[src/lbqe_pkg.sv]
// Shared types and constants for the link bandwidth queue emulator.
// Used by every module under src; depends on nothing.
package lbqe_pkg;

    localparam logic [23:0] BUDGET_MIN_BYTES = 24'd50;
    localparam logic [9:0]  MS_PER_SECOND    = 10'd1000;

    typedef enum logic [2:0] {
        REG_LOSS_THRESHOLD   = 3'd0,
        REG_RATE_KBPS        = 3'd1,
        REG_BYTES_PER_TICK   = 3'd2,
        REG_QUEUE_LIMIT      = 3'd3,
        REG_TICKS_PER_SECOND = 3'd4,
        REG_PROP_DELAY_TICKS = 3'd5,
        REG_INCLUDE_DELAY    = 3'd6
    } t_reg_idx;

    typedef enum logic [1:0] {
        CAUSE_NONE  = 2'd0,
        CAUSE_LOSS  = 2'd1,
        CAUSE_QFULL = 2'd2
    } t_cause;

    typedef enum logic [1:0] {
        KIND_AGE   = 2'd0,
        KIND_LOSS  = 2'd1,
        KIND_ZRATE = 2'd2,
        KIND_ARR   = 2'd3
    } t_kind;

    typedef struct packed {
        logic [30:0] loss_threshold;
        logic [23:0] rate_kbps;
        logic [23:0] bytes_per_tick;
        logic [8:0]  queue_limit;
        logic [15:0] ticks_per_second;
        logic [15:0] prop_delay_ticks;
        logic        include_delay;
    } t_cfg;

    typedef struct packed {
        t_kind       kind;
        logic [31:0] now_tick;
        logic [15:0] packet_len;
    } t_item;

    typedef struct packed {
        logic        dropped;
        t_cause      drop_cause;
        logic [31:0] schedule_tick;
        logic        zero_delay;
    } t_result;

endpackage

[src/lbqe_front.sv]
// Front end: accepts input words, classifies them and holds them in a two-entry queue.
// Depends on lbqe_pkg.
module lbqe_front
    import lbqe_pkg::*;
(
    input  logic        i_clk,
    input  logic        i_rst_n,
    input  t_cfg        i_cfg,
    input  logic        i_valid,
    output logic        o_ready,
    input  logic [79:0] i_data,
    input  logic        i_func,
    output logic        o_item_valid,
    output t_item       o_item,
    input  logic        i_pop
);

    t_item      r_q [2];
    logic       r_wptr, r_rptr;
    logic [1:0] r_cnt;
    t_item      item;
    logic       push, pop;

    always_comb begin
        item.now_tick   = i_data[31:0];
        item.packet_len = i_data[47:32];
        if (i_func) begin
            item.kind = KIND_AGE;
        end else if (i_cfg.loss_threshold != '0 && i_data[78:48] < i_cfg.loss_threshold) begin
            item.kind = KIND_LOSS;
        end else if (i_cfg.rate_kbps == '0) begin
            item.kind = KIND_ZRATE;
        end else begin
            item.kind = KIND_ARR;
        end
    end

    assign o_ready      = (r_cnt != 2'd2);
    assign push         = i_valid && o_ready;
    assign o_item_valid = (r_cnt != 2'd0);
    assign pop          = i_pop && o_item_valid;
    assign o_item       = r_q[r_rptr];

    always_ff @(posedge i_clk) begin
        if (!i_rst_n) begin
            r_wptr <= 1'b0;
            r_rptr <= 1'b0;
            r_cnt  <= 2'd0;
        end else begin
            if (push) r_wptr <= ~r_wptr;
            if (pop)  r_rptr <= ~r_rptr;
            r_cnt <= r_cnt + 2'(push) - 2'(pop);
        end
        if (push) r_q[r_wptr] <= item;
    end

endmodule

[config.mk]
export PLATFORM = sky130hd
export DESIGN_NAME = lbqe_front
export DESIGN_NICKNAME = d
export VERILOG_FILES = /design/src/lbqe_pkg.sv /design/src/lbqe_front.sv
export SDC_FILE = /design/constraint.sdc
export NUM_CORES = 1
export LEC_CHECK = 0
export BUFFER_PORTS_ARGS = -buffer_cell sky130_fd_sc_hd__buf_2
export CAP_MARGIN = 20
export CORE_MARGIN = 8
export CORE_UTILIZATION = 38
export DETAILED_ROUTE_END_ITERATION = 12
export GPL_ROUTABILITY_DRIVEN = 0
export HOLD_SLACK_MARGIN = 0.03
export PLACE_DENSITY_LB_ADDON = 0.1
export SLEW_MARGIN = 10
export SYNTH_ARGS = -nofsm -noshare
export SYNTH_HDL_FRONTEND = slang
export SYNTH_SLANG_ARGS = --single-unit
[constraint.sdc]
create_clock -name i_clk -period 3.6 [get_ports i_clk]
set_input_delay 0.72 -clock i_clk [delete_from_list [all_inputs] [get_ports i_clk]]
set_output_delay 0.72 -clock i_clk [all_outputs]
set_load 0.01 [all_outputs]
==> results.rst, run 1 <==
.. list-table::
   :header-rows: 1

   * - Metric
     - Value
   * - Status
     - complete, no violations
   * - Max Clock Freq
     - 395 MHz
   * - Grt peak-use layer
     - met2
   * - Clock latency at the later pin of the worst-skew pair
     - 340 ps
   * - CTS tree
     - done
   * - Top fanout value on the critical path
     - 30
   * - Placed wire-length estimate after detailed placement
     - 8510 um
   * - Final wirelength
     - 10900 um
   * - Switching fraction of total power
     - 0.264
   * - Minimum setup slack among reg-to-reg paths
     - 1800 ps
   * - Largest clock skew in the final design
     - 7.87 ps
   * - Yosys top cell by area
     - sky130_fd_sc_hd__edfxtp_1
   * - Antenna violations before repair
     - 0
   * - Met3 Resource Use GR
     - 0.0516
   * - Category of the worst setup path launch point
     - flop
   * - Number of nets at the end of the flow
     - 742
   * - Vias per std cell
     - 4.73
   * - GRT Util Overall
     - 0.132
   * - Worst Setup Slack post-DPL
     - 855 ps
   * - Fraction of the yosys area taken by sequential cells
     - 0.658
   * - Power density over the cells
     - 551 nW/um2
   * - Data arrival, critical path
     - 1810 ps
   * - Most frequently used cell type in the post-synthesis netlist
     - sky130_fd_sc_hd__edfxtp_1
   * - Area grow syn2layout
     - 31.5%
   * - Synthesized Nets
     - 544
   * - Slew margin rel.
     - 0.525
   * - DR WL/cell
     - 16.0 um
   * - Post-layout min period
     - 2530 ps
   * - Number of remaining DRC errors
     - 0
   * - Share of Yosys cell area claimed by the top area cell type
     - 0.637
   * - Number of clock buffers inserted by TritonCTS
     - 9
   * - Core region area
     - 12100 um2
   * - Number of DRC violations after detailed-routing iteration 0
     - 164
   * - Clock transition time at the flip-flop clock pins of the worst setup and hold paths
     - 70 ps
   * - M1 GR Usage
     - 0.135
   * - Number of detailed-routing iterations run before antenna repair
     - 5
   * - Post-synthesis async set-or-reset flop share
     - 0
   * - IR Drop Worst-Case VDD
     - 0.252 mV
   * - Sum of negative setup slack
     - 0 ps
   * - NetSw
     - 901 uW
   * - Number of synthesized flops with an enable pin
     - 100
   * - Proportion of layout cells with a drive suffix above 1
     - 0.517
   * - Die boundary height
     - 127 um
   * - Syn Area/Cell
     - 15.4 um2
   * - Largest net degree at the start of global routing
     - 52
   * - Portion of total power attributed to the clock network
     - 0.279
   * - Number of instances in the synthesized netlist
     - 306
   * - Critical register-to-register path startpoint
     - r_cnt[1]
   * - Post-route cell area
     - 6200 um2
   * - Reported leakage power
     - 2.64 nW
   * - Worst reg-to-reg path cell count
     - 8
   * - Critical register-to-register path endpoint
     - r_cnt[1]
   * - Maximum Capacitance Violations
     - 0
   * - Number of cells on the worst hold path
     - 2
   * - Logic pwr share
     - 0.256
   * - Critical path class
     - reg -> out
   * - Number of hold violations in the final report
     - 0
   * - Transition at the pin with the smallest max-transition slack
     - 713 ps
   * - Fin crit share
     - 0.703
   * - Initial Utilization
     - 0.391
   * - Int Power
     - 2.51 mW
   * - Multi-input gate area
     - 1480 um2
   * - Number of max-slew violations in the final report
     - 0
   * - Largest buffer count on any clock path
     - 2
   * - Clock sink count
     - 105
   * - Vias in the first global route
     - 3471
   * - Number of buffers added on ports
     - 190
   * - Main area contributors after synthesis
     - sky130_fd_sc_hd__edfxtp_1, sky130_fd_sc_hd__mux2_2, sky130_fd_sc_hd__ha_1
   * - GR Util met2
     - 0.237
   * - Number of warnings printed during yosys synthesis
     - 0
   * - Critical Path End
     - o_item[13]
   * - Number of filler instances in the final layout
     - 1081
   * - Hold path startpoint
     - r_rptr
   * - Area taken by flip-flops and latches
     - 3100 um2
   * - WP data required
     - 2880 ps
   * - CTS Hold Bufs
     - 0
   * - Flops & latches, synth
     - 105
   * - Area of the die
     - 16200 um2
   * - Std cell rows
     - 40
   * - Number of distinct library cell variants in the gate-level netlist after synthesis
     - 30
   * - Boundary pin count
     - 258
   * - Total via count in the routed design
     - 3205
   * - H-tree levels
     - 3
   * - Top flip-flop cell by instance count after synthesis
     - sky130_fd_sc_hd__edfxtp_1
   * - PnR worst setup slack
     - 1070 ps
   * - Global-route wire length before repair
     - 16700 um
   * - Placement Cell Area
     - 5900 um2
   * - Final antenna-violating net count
     - 0
   * - Remaining Overflow, GRT
     - 0
   * - Capturing element type of the critical path
     - output port
   * - Unrepaired setup endpoints after global routing
     - false
   * - Sequential fraction of design power
     - 0.464
   * - Die extent in x
     - 127 um
   * - CTS-repair resized insts
     - 0
   * - Setup repair bufs after CTS
     - 0
   * - Top cell types by occurrence after synthesis
     - sky130_fd_sc_hd__edfxtp_1, sky130_fd_sc_hd__mux2_2, sky130_fd_sc_hd__ha_1, sky130_fd_sc_hd__inv_1, sky130_fd_sc_hd__nor4_1
   * - Clock Tree Root
     - sky130_fd_sc_hd__clkbuf_16
   * - Type of the worst min-delay path
     - reg -> reg
   * - Number of failing setup endpoints in the final timing report
     - 0
   * - Combined area of all synthesized cells
     - 4710 um2
[layout by cell type, fill, tap and decap left out, drive strengths merged]
cell type	count
edfxtp	100
o21a	1
a41oi	1
a2111o	1
a2111oi	1
and3	1
a21oi	13
a211o	1
and2	4
o41ai	1
clkinv	3
o21ai	4
bufinv	1
nor3	3
diode	1
nor2	5
mux2	50
or2	1
and4	1
inv	31
buf	193
nand4	7
xnor2	3
a21o	3
nand2b	1
a22o	1
nor4	14
clkbuf	12
nand2	9
dfxtp	5
nand3	2
ha	32
nor2b	4
[worst min path at each step]
stage	endpoint	slack, ps
6_report	r_rptr	550
3_5_place_dp	r_rptr	540
5_1_grt	r_q[0][24]	550
3_3_place_gp	r_rptr	520
4_1_cts	r_q[0][10]	550
2_1_floorplan	flop	500
[metrics by stage]
step / std cells / hold slack [ps] / utilization / power, mW
floorplan: 306 / 504 / - / 2.13
global placement: 661 / 524 / 0.489 / 2.50
detailed placement: 661 / 537 / 0.489 / 2.51
CTS: 677 / 550 / 0.514 / 3.48
global route: 677 / 548 / 0.514 / 3.59
finish: 678 / 551 / 0.514 / 3.42
[layout make-up]
cell class	count	area share
inverter	31	0.0188
clock buffer	12	0.0398
antenna	1	0.000404
timing repair buffer	193	0.159
multi-input combinational	164	0.239
tap	168	0.0339
clock inverter	4	0.00848
sequential	105	0.501
[registers in the layout, indices dropped and copies added, names as in the netlist, named ones only]
signal  count
r_q       100
r_rptr      1
r_wptr      1
r_cnt       2
[logic make-up (layout without fill, tap and decap cells)]
kind of cell,count (synthesis),in the layout,share of synthesized area
flops,105,105,0.658
xor+xnor,3,3,0.00557
buf+inv,37,240,0.0295
simple gates,52,52,0.0608
mux,50,50,0.119
other cells,0,1,0
fa+ha+maj,32,32,0.0849
compound gates,27,27,0.0417
[power by group through the flow]
stage	Sequential, mW	Clock (mW)	Combinational, mW
4_1_cts	1.59	0.989	0.903
6_report	1.59	0.954	0.876
3_5_place_dp	1.62	0	0.898
3_3_place_gp	1.61	0	0.891
2_1_floorplan	1.58	0	0.553
5_1_grt	1.61	1.03	0.958
[per-layer routing]
layer  up-vias  wire length (um)
met5         -                 0
li1       1562                 -
met1      1501              4110
met4         0               159
met3        13              1070
met2       129              5530
[worst max-delay path, cell delays in order, from the launching register on]
cell,delay [ps]
sky130_fd_sc_hd__dfxtp_2,680
sky130_fd_sc_hd__buf_12,280
sky130_fd_sc_hd__mux2_2,360
sky130_fd_sc_hd__buf_2,140
No activity file was read; power rests on OpenSTA's default activity.
==> run 2, diff against run 1 <==
--- a/config.mk
+++ b/config.mk
@@ -5,6 +5,7 @@
 export SDC_FILE = /design/constraint.sdc
 export NUM_CORES = 1
 export LEC_CHECK = 0
+export ABC_AREA = 1
 export BUFFER_PORTS_ARGS = -buffer_cell sky130_fd_sc_hd__buf_2
 export CAP_MARGIN = 20
 export CORE_MARGIN = 8
==> constraint.sdc (replaced) <==
create_clock -name i_clk -period 2.65 [get_ports i_clk]
set_input_delay 0.53 -clock i_clk [delete_from_list [all_inputs] [get_ports i_clk]]
set_output_delay 0.53 -clock i_clk [all_outputs]
set_load 0.01 [all_outputs]
==> results.rst, run 2 <==
.. list-table::
   :header-rows: 1

   * - Metric
     - Value
   * - Number of synthesized flops with an enable pin
     - 100 (unchanged)
   * - Synthesized Nets
     - 615 (+13%)
   * - Leading cell type in the layout, fill and taps excluded
     - sky130_fd_sc_hd__buf_2
   * - Vias per std cell
     - 4.45 (-5.9%)
   * - IR Drop Worst-Case VDD
     - 0.265 mV (+5.0%)
   * - Number of failing setup endpoints in the final timing report
     - 0 (unchanged)
   * - Data arrival, critical path
     - 1490 ps (-320 ps)
   * - Largest registers
     - r_q: 100 flops, r_cnt: 2 flops
   * - Max Clock Freq
     - 495 MHz
   * - Total via count in the routed design
     - 3350 (+4.5%)
   * - Largest buffer count on any clock path
     - 2 (unchanged)
   * - Transition at the pin with the smallest max-transition slack
     - 375 ps (-338 ps)
   * - Area grow syn2layout
     - 31.1%
   * - Main area contributors after synthesis
     - sky130_fd_sc_hd__edfxtp_1, sky130_fd_sc_hd__mux2_2, sky130_fd_sc_hd__ha_1
   * - Power density over the cells
     - 748 nW/um2 (+36%)
   * - Clock sink count
     - 105 (unchanged)
   * - Number of nets at the end of the flow
     - 814 (+9.7%)
   * - Status
     - complete, no violations
   * - Max incr delay on CP
     - 380 ps (-300 ps)
   * - Fin crit share
     - 0.762
   * - Post-synthesis async set-or-reset flop share
     - 0 (unchanged)
   * - Number of clock buffers inserted by TritonCTS
     - 9 (unchanged)
   * - Most frequently used cell type in the post-synthesis netlist
     - sky130_fd_sc_hd__edfxtp_1
   * - Sum of negative setup slack
     - 0 ps (unchanged)
   * - Category of the worst setup path launch point
     - flop
   * - Combined area of all synthesized cells
     - 4860 um2 (+3.1%)
   * - Number of DRC violations after detailed-routing iteration 0
     - 110 (-33%)
   * - Antenna violations before repair
     - 0 (unchanged)
   * - Number of filler instances in the final layout
     - 1139 (+5.4%)
   * - Capturing element type of the critical path
     - output port
   * - Std cell rows
     - 41 (+2.5%)
   * - Area taken by flip-flops and latches
     - 3100 um2 (unchanged)
   * - CTS tree
     - done
   * - Post-layout min period
     - 2020 ps
   * - Register with the highest flop count
     - r_q
   * - Global-route wire length before repair
     - 16400 um (-1.9%)
   * - Clock transition time at the flip-flop clock pins of the worst setup and hold paths
     - 70 ps (about the same)
   * - H-tree levels
     - 3 (unchanged)
   * - WP data required
     - 2120 ps (-760 ps)
   * - Flops & latches, synth
     - 105 (unchanged)
   * - Number of buffers added on ports
     - 190 (unchanged)
   * - Largest clock skew in the final design
     - 2.97 ps (-4.89 ps)
   * - Number of detailed-routing iterations run before antenna repair
     - 4 (-1)
   * - Remaining Overflow, GRT
     - 0 (unchanged)
   * - Critical path class
     - reg -> out
   * - Number of warnings printed during yosys synthesis
     - 0 (unchanged)
   * - Slew margin rel.
     - 0.750 (+0.225)
   * - Cell with the biggest individual delay on the critical path
     - sky130_fd_sc_hd__mux2_2
   * - Die boundary height
     - 129 um (+1.3%)
   * - Top flip-flop cell by instance count after synthesis
     - sky130_fd_sc_hd__edfxtp_1
   * - Final antenna-violating net count
     - 0 (unchanged)
   * - Vias in the first global route
     - 3613 (+4.1%)
   * - Worst Setup Slack post-DPL
     - 676 ps (-179 ps)
   * - Fraction of the yosys area taken by sequential cells
     - 0.639 (-0.0195)
   * - Number of hold violations in the final report
     - 0 (unchanged)
   * - Die extent in x
     - 129 um (+1.3%)
   * - Largest register FFs
     - 100 (unchanged)
   * - GRT Util Overall
     - 0.126 (-0.00558)
   * - Commonest cells after routing, fill and taps aside
     - sky130_fd_sc_hd__buf_2, sky130_fd_sc_hd__edfxtp_1, sky130_fd_sc_hd__nand2_1
   * - Largest net degree at the start of global routing
     - 51 (-1.9%)
   * - Ordered cell list for the critical path
     - buf_12 > mux2_2 > buf_2
   * - Final wirelength
     - 10700 um (-2.0%)
   * - Maximum Capacitance Violations
     - 0 (unchanged)
   * - CTS-repair resized insts
     - 0 (unchanged)
   * - Antenna Diode Count
     - 0 (-1)
   * - Proportion of layout cells with a drive suffix above 1
     - 0.453 (-0.0640)
   * - Reported leakage power
     - 2.86 nW (+8.3%)
   * - Yosys top cell by area
     - sky130_fd_sc_hd__edfxtp_1
   * - Number of instances in the synthesized netlist
     - 377 (+23%)
   * - Share of Yosys cell area claimed by the top area cell type
     - 0.618 (-0.0189)
   * - Placed wire-length estimate after detailed placement
     - 8190 um (-3.8%)
   * - PnR worst setup slack
     - 631 ps (-438 ps)
   * - Clock Tree Root
     - sky130_fd_sc_hd__clkbuf_16
   * - Initial Utilization
     - 0.387 (-0.00431)
   * - Boundary pin count
     - 258 (unchanged)
   * - Type of the worst min-delay path
     - in -> reg
   * - DR WL/cell
     - 14.1 um (-12%)
   * - Clock latency at the later pin of the worst-skew pair
     - 330 ps (about the same)
   * - Unrepaired setup endpoints after global routing
     - false
   * - Number of remaining DRC errors
     - 0 (unchanged)
   * - Area of the die
     - 16700 um2 (+2.7%)
   * - Setup repair bufs after CTS
     - 0 (unchanged)
   * - Multi-input gate area
     - 1540 um2 (+3.8%)
   * - Core region area
     - 12600 um2 (+4.2%)
   * - Number of max-slew violations in the final report
     - 0 (unchanged)
   * - Syn Area/Cell
     - 12.9 um2 (-16%)
   * - CTS Hold Bufs
     - 0 (unchanged)
   * - Number of distinct library cell variants in the gate-level netlist after synthesis
     - 20 (-33%)
   * - Top fanout value on the critical path
     - 50 (+67%)
   * - Top cell types by occurrence after synthesis
     - sky130_fd_sc_hd__edfxtp_1, sky130_fd_sc_hd__nand2_1, sky130_fd_sc_hd__inv_1, sky130_fd_sc_hd__mux2_2, sky130_fd_sc_hd__ha_1
[run 2: changes by cell type in the layout (fill, tap and decap cells not counted), sizes merged, moves of 2 or more]
cell,delta
nand2,+65
and2,-4
nor2,+19
nand4,-5
nor2b,-4
inv,+25
a21o,-2
xnor2,-2
nor4,-10
a21oi,+3
clkbuf,-3
clkinvlp,+2
[run 2: routing by layer]
layer,vias up,part of all wire,track usage
met5,-,0,0
met4,0,0.017,0.0525
met3,11,0.078,0.0423
met2,112,0.51,0.227
met1,1521,0.39,0.133
li1,1706,-,-
[run 2: metrics by stage]
step / hold WS (ps) / util / std cells / total power, mW / cell area, um2
6_report: 381 / 0.507 / 753 / 4.76 / 6370
3_3_place_gp: 430 / 0.483 / 737 / 3.50 / 6070
5_1_grt: 360 / 0.507 / 753 / 5.02 / 6370
4_1_cts: 361 / 0.507 / 753 / 4.85 / 6370
3_5_place_dp: 438 / 0.483 / 737 / 3.52 / 6070
2_1_floorplan: 425 / - / 377 / 2.97 / 4860
[run 2: critical path: cells and delay by family (launching register included)]
family / cells / cell delay, ps
multiplexers: 1 / 380
flip-flops: 1 / 340
buffers and inverters: 2 / 420
[run 2: cell type report]
class                   instances  share of cell area
repair buffers                194               0.158
clock inverters                 7              0.0122
inverters                      54              0.0318
multi-input cells             212               0.241
clock buffers                   9              0.0354
well taps                     172              0.0338
flip-flops and latches        105               0.487
[run 2: final timing paths]
check | end | cells after the start | start | slack (ps)
worst min register to register | flop | 1 | r_rptr | 450
worst min-delay path | r_q[1][17] | 1 | i_data[1] | 380
worst max-delay path | o_item[27] | 3 | flop | 630
worst max register to register | r_cnt[1] | 9 | r_cnt[0] | 930
[run 2: logic make-up (layout without fill, tap and decap cells)]
group	Yosys count	in the layout	synth area share
xor+xnor	1	1	0.00180
buf+inv	60	264	0.0479
mux	50	50	0.116
fa+ha+maj	32	32	0.0824
simple gates	109	109	0.0906
compound gates	20	20	0.0227
flops	105	105	0.639
[run 2: power by group]
part | leakage [nW] | total [mW] | switching [mW] | internal (mW)
Combinational | 1.74 | 1.28 | 0.698 | 0.586
Sequential | 0.976 | 2.17 | 0.0553 | 2.11
Clock | 0.142 | 1.31 | 0.573 | 0.740
==> run 3, diff against run 2 <==
==> constraint.sdc (replaced) <==
create_clock -name i_clk -period 1.81 [get_ports i_clk]
set_input_delay 0.362 -clock i_clk [delete_from_list [all_inputs] [get_ports i_clk]]
set_output_delay 0.362 -clock i_clk [all_outputs]
set_load 0.01 [all_outputs]
==> results.rst, run 3 (synthesis gave the netlist of run 2 again) <==
.. list-table::
   :header-rows: 1

   * - Metric
     - Value
   * - Violations in the final reports
     - setup timing
   * - Status
     - finished, violations left
   * - Max Clock Freq
     - 541 MHz
   * - Clock Tree Root
     - sky130_fd_sc_hd__clkbuf_16
   * - Commonest cells after routing, fill and taps aside
     - sky130_fd_sc_hd__buf_2, sky130_fd_sc_hd__edfxtp_1, sky130_fd_sc_hd__nand2_1
   * - Largest clock skew in the final design
     - 7.72 ps (+4.75 ps)
   * - WP data required
     - 1450 ps (-670 ps)
   * - Largest registers
     - r_q: 100 flops, r_cnt: 2 flops
   * - Critical register-to-register path endpoint
     - r_cnt[1]
   * - Logic pwr share
     - 0.319 (+0.050)
   * - Number of max-slew violations in the final report
     - 0 (unchanged)
   * - Area of the die
     - 16700 um2 (unchanged)
   * - Portion of total power attributed to the clock network
     - 0.273 (-0.003)
   * - Number of DRC violations after detailed-routing iteration 0
     - 93 (-15%)
   * - Placed wire-length estimate after detailed placement
     - 8170 um (-0.17%)
   * - Worst hold slack
     - 212 ps (-169 ps)
   * - Std cell rows
     - 41 (unchanged)
   * - Switching fraction of total power
     - 0.263 (-0.0155)
   * - Worst reg-to-reg path cell count
     - 10 (+1)
   * - Area grow syn2layout
     - 40.8%
   * - Core region area
     - 12600 um2 (unchanged)
   * - Proportion of layout cells with a drive suffix above 1
     - 0.461 (+0.00795)
   * - H-tree levels
     - 3 (unchanged)
   * - Number of remaining DRC errors
     - 0 (unchanged)
   * - Reported leakage power
     - 3.11 nW (+8.8%)
   * - IR Drop Worst-Case VDD
     - 0.410 mV (+55%)
   * - Final wirelength
     - 11500 um (+8.3%)
   * - Maximum Capacitance Violations
     - 0 (unchanged)
   * - Remaining Overflow, GRT
     - 0 (unchanged)
   * - Top fanout value on the critical path
     - 12 (-76%)
   * - Capturing element type of the critical path
     - output port
   * - Boundary pin count
     - 258 (unchanged)
   * - Post-layout min period
     - 1850 ps
   * - Worst Hold Endpoint
     - r_q[0][42]
   * - Count of buffer and inverter cells on the critical path
     - 2 (unchanged)
   * - Grt peak-use layer
     - met2
   * - Sum of negative setup slack
     - -529 ps (-529 ps)
   * - Area taken by flip-flops and latches
     - 3110 um2 (about the same)
   * - Vias per std cell
     - 4.49 (+0.88%)
   * - CTS Hold Bufs
     - 0 (unchanged)
   * - Register with the highest flop count
     - r_q
   * - Antenna Diode Count
     - 0 (unchanged)
   * - Cell with the biggest individual delay on the critical path
     - sky130_fd_sc_hd__dfxtp_4
   * - Slew margin rel.
     - 0.780 (+0.0296)
   * - Global-route wire length before repair
     - 17500 um (+7.0%)
   * - Power density over the cells
     - 1150 nW/um2 (+54%)
   * - Clock transition time at the flip-flop clock pins of the worst setup and hold paths
     - 70 ps (about the same)
   * - Die extent in x
     - 129 um (unchanged)
   * - Data arrival, critical path
     - 1490 ps (about the same)
   * - Category of the worst setup path launch point
     - flop
   * - Die boundary height
     - 129 um (unchanged)
   * - M1 GR Usage
     - 0.144 (+0.0111)
   * - Minimum setup slack among reg-to-reg paths
     - 290 ps (-640 ps)
   * - Ordered cell list for the critical path
     - clkbuf_16 > mux2_2 > buf_6
   * - Number of failing setup endpoints in the final timing report
     - 21 (+21)
   * - Cell count after placement
     - 737 (unchanged)
   * - Max incr delay on CP
     - 450 ps (+70 ps)
   * - Total power
     - 7.87 mW (+65%)
   * - DR WL/cell
     - 15.3 um (+7.8%)
   * - Number of filler instances in the final layout
     - 1084 (-4.8%)
   * - Hold path startpoint
     - i_data[26]
   * - GRT Util Overall
     - 0.136 (+0.00988)
   * - Largest net degree at the start of global routing
     - 51 (unchanged)
   * - Number of detailed-routing iterations run before antenna repair
     - 4 (unchanged)
   * - Initial Utilization
     - 0.387 (unchanged)
   * - Number of clock buffers inserted by TritonCTS
     - 9 (unchanged)
   * - Number of cells on the worst hold path
     - 1 (unchanged)
   * - CTS tree
     - done
   * - Met3 Resource Use GR
     - 0.0551 (+0.0127)
   * - Number of nets at the end of the flow
     - 817 (+0.37%)
   * - Int Power
     - 5.80 mW (+69%)
   * - Total via count in the routed design
     - 3393 (+1.3%)
   * - Type of the worst min-delay path
     - in -> reg
   * - Unrepaired setup endpoints after global routing
     - true
   * - Post-layout instance count excluding filler cells
     - 756 (+0.40%)
   * - Final Core Density
     - 0.544 (+0.0376)
   * - Clock latency at the later pin of the worst-skew pair
     - 340 ps (about the same)
   * - Sequential fraction of design power
     - 0.409 (-0.046)
   * - Dominant delay contributor by cell family on the critical path
     - flip-flops
   * - Critical register-to-register path startpoint
     - r_cnt[1]
   * - Antenna violations before repair
     - 0 (unchanged)
   * - Critical path class
     - reg -> out
   * - Multi-input gate area
     - 1660 um2 (+7.8%)
   * - Final antenna-violating net count
     - 0 (unchanged)
   * - GR Util met2
     - 0.242 (+0.0157)
   * - PnR worst setup slack
     - -39.9 ps (-671 ps)
   * - Number of buffers added on ports
     - 190 (unchanged)
   * - Largest register FFs
     - 100 (unchanged)
   * - Fin crit share
     - 1.02
   * - Leading cell type in the layout, fill and taps excluded
     - sky130_fd_sc_hd__buf_2
   * - Number of hold violations in the final report
     - 0 (unchanged)
   * - Largest buffer count on any clock path
     - 2 (unchanged)
   * - Clock sink count
     - 105 (unchanged)
   * - NetSw
     - 2.07 mW (+56%)
   * - Vias in the first global route
     - 3782 (+4.7%)
   * - Transition at the pin with the smallest max-transition slack
     - 328 ps (-47.0 ps)
run 3: final cells by class:
cell class              instances  share of cell area
clock inverters                 3              0.0104
flip-flops and latches        105               0.454
clock buffers                  13              0.0395
multi-input cells             212               0.242
inverters                      54              0.0296
well taps                     172              0.0315
repair buffers                197               0.193
run 3: per-layer routing:
layer  share of wire  up-vias
li1                -     1711
met1            0.40     1540
met2            0.50      131
met3           0.084       11
met4           0.012        0
met5               0        -
run 3: timing repair:
item,in CTS,in global routing
gates resized for setup,6,64
setup endpoints to repair,50,50
setup buffers,0,0
pin swaps,0,0
gates cloned,2,1
run 3: power by group through the flow:
stage / clock [mW] / sequential (mW) / combinational (mW)
final: 2.15 / 3.22 / 2.51
after global routing: 2.31 / 3.25 / 2.72
after CTS: 2.22 / 3.20 / 2.06
after detailed placement: 0 / 3.23 / 1.93
after global placement: 0 / 3.21 / 1.93
after floorplan: 0 / 3.21 / 1.13
run 3: worst max path at each step:
stage	startpoint	end	cells after the start
after floorplan	r_cnt[0]	r_q[0][0]	4
after global placement	i_cfg[120]	r_q[1][48]	10
after detailed placement	i_cfg[104]	r_q[0][48]	12
after CTS	flop	o_item[41]	3
after global routing	flop	o_item[13]	3
final	flop	o_item[16]	3
run 3: worst reg2reg max path: cells and delay by family, from the launching register on:
kind / cells / cell delay (ps)
AO/OA/AOI/OAI: 2 / 210
adder cells (fa/ha/maj): 2 / 440
flip-flops: 1 / 310
AND/OR/NAND/NOR: 2 / 120
buffers and inverters: 3 / 190
XOR/XNOR: 1 / 190
run 3: per-stage QoR:
stage	area, um2	setup slack [ps]
2_1_floorplan	4860	-537
5_1_grt	6840	-98.6
3_3_place_gp	6080	26.7
3_5_place_dp	6080	27.1
4_1_cts	6500	-66.7
6_report	6840	-39.9
